$ cat src/rtl/core/rpcd_pkg.sv
// ----------------------------------------------------------------------------
// RGB palette color distance - shared package
// Beat types, configuration register map and fixed-point widths.
// ----------------------------------------------------------------------------
package rpcd_pkg;

  localparam int COEF_FRAC_BITS_DEF = 16;

  localparam int CH_W   = 10;          // signed channel value or difference
  localparam int E_W    = 54;          // Q.32 energy
  localparam int D_W    = E_W - 32;    // integer distance before clipping
  localparam int GAP_W  = 40;          // threshold minus palette chroma, Q.32
  localparam int PEN_W  = GAP_W + 8;
  localparam int RGB_W  = 18;
  localparam int DIST_W = 18;

  localparam int CFG_IDX_W  = 3;
  localparam int CFG_DATA_W = 18;

  localparam logic [CFG_IDX_W-1:0] CFG_IDX_MODE    = 3'd0;
  localparam logic [CFG_IDX_W-1:0] CFG_IDX_MAX     = 3'd1;
  localparam logic [CFG_IDX_W-1:0] CFG_IDX_THRESH  = 3'd2;
  localparam logic [CFG_IDX_W-1:0] CFG_IDX_PENALTY = 3'd3;
  localparam logic [CFG_IDX_W-1:0] CFG_IDX_FLOOR   = 3'd4;

  localparam logic [1:0] MODE_RGB      = 2'd0;
  localparam logic [1:0] MODE_YUV      = 2'd1;
  localparam logic [1:0] MODE_YUV_GRAY = 2'd2;

  localparam logic [1:0]        RST_MODE    = MODE_YUV_GRAY;
  localparam logic [DIST_W-1:0] RST_MAX     = 18'd262143;
  localparam logic [7:0]        RST_THRESH  = 8'd30;
  localparam logic [7:0]        RST_PENALTY = 8'd28;
  localparam logic [7:0]        RST_FLOOR   = 8'd4;

  typedef struct packed {
    logic [7:0] src_red;
    logic [7:0] src_green;
    logic [7:0] src_blue;
    logic [7:0] pal_red;
    logic [7:0] pal_green;
    logic [7:0] pal_blue;
  } pix_in_t;

  typedef struct packed {
    logic [DIST_W-1:0] distance;
    logic              saturated;
  } dist_out_t;

  typedef struct packed {
    logic [1:0]        metric_mode;
    logic [DIST_W-1:0] max_distance;
    logic [7:0]        gray_threshold;
    logic [7:0]        gray_penalty;
    logic [7:0]        chroma_floor;
  } cfg_t;

endpackage

$ cat src/rtl/core/rpcd_cfg.sv
// ----------------------------------------------------------------------------
// RGB palette color distance - configuration registers
// Decodes register writes by index; unknown indexes are dropped.
// ----------------------------------------------------------------------------
module rpcd_cfg import rpcd_pkg::*; (
  input  logic                  clk,
  input  logic                  rst_n,
  input  logic                  cfg_valid,
  output logic                  cfg_ready,
  input  logic [CFG_IDX_W-1:0]  cfg_index,
  input  logic [CFG_DATA_W-1:0] cfg_data,
  output cfg_t                  cfg_o
);

  cfg_t cfg_r;

  assign cfg_ready = 1'b1;
  assign cfg_o     = cfg_r;

  always_ff @(posedge clk) begin
    if (!rst_n) begin
      cfg_r.metric_mode    <= RST_MODE;
      cfg_r.max_distance   <= RST_MAX;
      cfg_r.gray_threshold <= RST_THRESH;
      cfg_r.gray_penalty   <= RST_PENALTY;
      cfg_r.chroma_floor   <= RST_FLOOR;
    end else if (cfg_valid) begin
      case (cfg_index)
        CFG_IDX_MODE:    cfg_r.metric_mode    <= cfg_data[1:0];
        CFG_IDX_MAX:     cfg_r.max_distance   <= cfg_data[DIST_W-1:0];
        CFG_IDX_THRESH:  cfg_r.gray_threshold <= cfg_data[7:0];
        CFG_IDX_PENALTY: cfg_r.gray_penalty   <= cfg_data[7:0];
        CFG_IDX_FLOOR:   cfg_r.chroma_floor   <= cfg_data[7:0];
        default: ;
      endcase
    end
  end

endmodule

$ cat config.mk
export PLATFORM = sky130hd
export DESIGN_NAME = rpcd_cfg
export DESIGN_NICKNAME = d
export VERILOG_FILES = /design/src/rtl/core/rpcd_pkg.sv /design/src/rtl/core/rpcd_cfg.sv
export SDC_FILE = /design/constraint.sdc
export NUM_CORES = 1
export LEC_CHECK = 0
export BUFFER_PORTS_ARGS = -buffer_cell sky130_fd_sc_hd__buf_2
export CAP_MARGIN = 40
export CORE_ASPECT_RATIO = 0.5
export CORE_UTILIZATION = 25
export CTS_BUF_LIST = sky130_fd_sc_hd__clkbuf_8 sky130_fd_sc_hd__clkbuf_16
export CTS_CLUSTER_SIZE = 16
export DETAILED_ROUTE_END_ITERATION = 12
export HOLD_SLACK_MARGIN = 0.12
export SYNTH_ARGS = -nofsm -noshare
export SYNTH_HDL_FRONTEND = slang
export SYNTH_SLANG_ARGS = --single-unit
$ cat constraint.sdc
create_clock -name clk -period 3.05 [get_ports clk]
set_clock_uncertainty 0.15 [all_clocks]
set_input_delay 0.915 -clock clk [delete_from_list [all_inputs] [get_ports clk]]
set_output_delay 0.915 -clock clk [all_outputs]
set_load 0.01 [all_outputs]
Yosys cells after proc, flatten, opt, wreduce, memory -nomap -nowiden --
Cells that the tools add are included.
Cells by class: add/subtract/negate cells 0, eq/ne operators 4, shift operators 0, mux-type cells 0, reductions and logical operators 6, divide/modulo/power cells 0, magnitude comparators 0, bitwise operators 0, multiply operators 0
Operator list (count):
- $reduce_and A2 Y1 | 5
- $eq A3 B2 Y1 const B | 2
- $eq A3 B1 Y1 const B | 1
- $eq A3 B3 Y1 const B | 1
- $logic_not A3 Y1 | 1
Storage, ports and cells: latch bits 0, bits in read-only memories 0, RAM bits 0, memories kept 0, logic and storage cells 15, bits of input ports 24, register bits after elaboration 44

Logic depth before layout (Yosys ltp) --
depth in word-level cells 2, gate-level depth with buffers 4, depth with buffers taken out 2

Worst setup path after synthesis --
Ideal clock, no wire load.
path kind input to register, start input port cfg_index[2], end register cfg_r (netlist bit cfg_o[24]), required time 2.828 ns, arrival 1.623 ns, path slack 1.205 ns, stages 4, path buffers 2, path through and4bb_1 > buf_6 > buf_12 > mux2i_1
Between the ends: word-level cells in the longest chain between the ends 2
Ends and longest elaborated chain:
- from (decl) | line rpcd_cfg.sv:10 | input logic [CFG_IDX_W-1:0] cfg_index,
- $eq A3 B1 Y1 | line rpcd_cfg.sv:28 | case (cfg_index)
- $reduce_and A2 Y1 (no source line)
- to (decl) | line rpcd_cfg.sv:15 | cfg_t cfg_r;
No other way between the ends. A chain may end at the register's enable or synchronous reset.

Worst setup path in the final report --
start input port cfg_index[2], end register cfg_r (netlist bit cfg_o[10])
Between the ends: word-level cells in the longest chain between the ends 2
Ends and longest elaborated chain (line):
- $eq A3 B2 Y1 | rpcd_cfg.sv:28
- $reduce_and A2 Y1 (no source line)
No other way between the ends.

==> flow_summary.yaml <==
status:
  status: "completed"
clock_tree:
  numCtsBuffers: 5
  clock_sinks: 44
  insertion_delay_ns: 0.28
  clockRootBuffer: "clkbuf_16"
  post-cts-setup-buffers: 0
  clkSlewWorstSetupHoldPaths_ns: 0.06
  ctsResizeCount: 0
  cts_tree: "yes"
  hold_buffers: 0
  cts_buffer_depth: 2
  htreeDepth: 2
power:
  ir_drop_mv: 0.198
  p_per_area_mw_per_mm2: 543
  leakage_nw: 1.07
hold_path:
  hold_end: "cfg_o[16]"
  min_from: "cfg_o[16]"
  holdCritPathClass: "register to register"
  whs_path_depth: 2
setup_path:
  cp_slowest_cell: "nand4b_1"
  max_stage_delay_ns: 0.56
  critPathKind: "input pin to register"
  end_kind: "register"
  crit_fanout: 8
  r2r_slack_ns: 2.25
  critPathRequiredTime_ns: 3.10
  crit_path_cell_trace: "buf_2 > nand4b_1 > mux2i_1"
  r2r_cells: 2
  reg2reg_from: "cfg_o[11]"
  reg2reg_to: "cfg_o[11]"
  cp-start-kind: "input pin"
  critPathArrivalTime_ns: 1.91
sta:
  finalSetupTns_ns: 0
  final_hold_viol_count: 0
  fmax_mhz: 538
  holdWs_ns: 0.305
  grt_setup_unrepaired: "false"
  finalSetupViolations: 0
  maxSlewViolCount: 0
  maxSlewHeadroom_pct: 60.1
  period_minus_slack_ns: 1.86
  period_share_pct: 60.9
  setup_ws_ns: 1.19
  worst_pin_slew_ns: 0.595
floorplan:
  start_util_pct: 26.8
  die-height_um: 62.9
  io_pins: 69
  die_x_um: 124
  rows: 21
  die_area_mm2: 0.00778
  core_mm2: 0.00691
synth:
  synth_cells: 178
  synth.net_count: 202
  synth.distinct_cells: 16
  synth_seq_cells: 44
  netlist_area_mm2: 0.00185
  ys_warn_count: 0
  syn_avg_cell_area_um2: 10.4
  ys_seq_area_share_pct: 47.5
finish:
  syn_to_final_growth_pct: 30.1
  antenna_cells: 0
  nets: 265
  largest_register_ffs: 44
  drive_above_1_share_pct: 33.1
  stdcell_area_mm2: 0.00241
  fill_cells: 699
  stdcell_count: 334
grt:
  grt.overflow.total: 0
  grtUsageTotal_pct: 11.1
  grt_max_degree: 34
  grt_pass1_wl_mm: 6.60
  grt_pass1_vias: 1422
  antenna_found_initial: 0
placed_design:
  place_congestion: 0.720
  place_hpwl_mm: 3.13
  port_buffers: 67
  dpl_worst_slack_ns: 0.880
  place_area_mm2: 0.00224
  dp.cells: 326
route:
  wirelength_mm: 4.07
  vias: 1390
  drc: 0
  vias_per_cell: 4.16
  drt-initial-drc-count: 41
  dr.pass1.iters: 4
  post_drt_wl_per_cell_um: 12.2
  ant_nets: 0
run:
  cap_violations: 0
## cells in the mapped netlist
cell type   n  area, um^2
buf_6       1        11.3
and4bb_2    1        12.5
buf_4       1        7.51
nand2_1    24        90.1
clkbuf_1    6        22.5
conb_1      1        3.75
buf_2       4        20.0
or4b_4      1        13.8
buf_12      1        20.0
nand4b_1    1        8.76
nor2b_1    45         282
dfxtp_1    44         881
clkbuf_2    1        5.00
nand4bb_1   2        22.5
and4bb_1    1        12.5
mux2i_1    44         440
## stage by stage
step	util (%)	total power, mW
finish	34.9	1.31
global route	34.9	1.37
CTS	34.9	1.33
detailed placement	32.4	0.707
global placement	32.4	0.704
floorplan	-	0.667
## cells by family (layout without fill, tap and decap cells)
family / after synthesis / in the layout / synth area share (%)
buffers and inverters: 14 / 78 / 4.66
AND/OR/NAND/NOR: 75 / 75 / 23.8
multiplexers: 44 / 44 / 23.8
other: 1 / 1 / 0.202
flip-flops: 44 / 44 / 47.5
## critical path: cells and delay by family
kind / cells / cell delay, ns
and+or+nand+nor: 1 / 0.56
buffers and inverters: 1 / 0.13
muxes: 1 / 0.31
## cell type report
type	instances	area, um^2	share of cell area, %
clock buffers	5	125	5.19
clock inverters	3	46.3	1.92
multi-input cells	120	886	36.7
flip-flops and latches	44	881	36.5
well taps	92	115	4.77
repair buffers	70	358	14.8
## cells in the final DEF, fill, tap and decap left out
cell type and n:
nand4bb_1 2, conb_1 1, and4bb_1 1, or4b_4 1
dfxtp_1 44, mux2i_1 44, clkinvlp_4 1, buf_2 67
nor2b_1 45, nand2_1 24, clkbuf_16 5, bufinv_16 1
nand4b_1 1, buf_4 3, inv_6 1, and4bb_2 1
## per-layer routing
layer,vias to the layer above,GRT usage [%],routed length (um)
met2,21,20.0,2160
met4,0,3.61,50
met5,-,0,0
li1,706,-,-
met1,657,11.9,1650
met3,6,4.11,210
## worst max path at each step
stage | start | end | depth (start not counted) | slack, ns
final | cfg_index[2] | cfg_o[10] | 3 | 1.19
after global routing | cfg_index[1] | cfg_o[7] | 3 | 1.07
after CTS | cfg_index[2] | cfg_o[10] | 3 | 1.16
after detailed placement | cfg_index[2] | cfg_o[10] | 3 | 0.88
after global placement | cfg_index[2] | cfg_o[14] | 3 | 0.92
after floorplan | cfg_index[2] | cfg_o[24] | 4 | 1.21
## report_power, final
part	internal [mW]	switching [mW]
registers	0.587	0.00646
logic	0.0476	0.0510
clock network	0.389	0.228
total	1.02	0.286
Power figures use the tool's default switching activity.
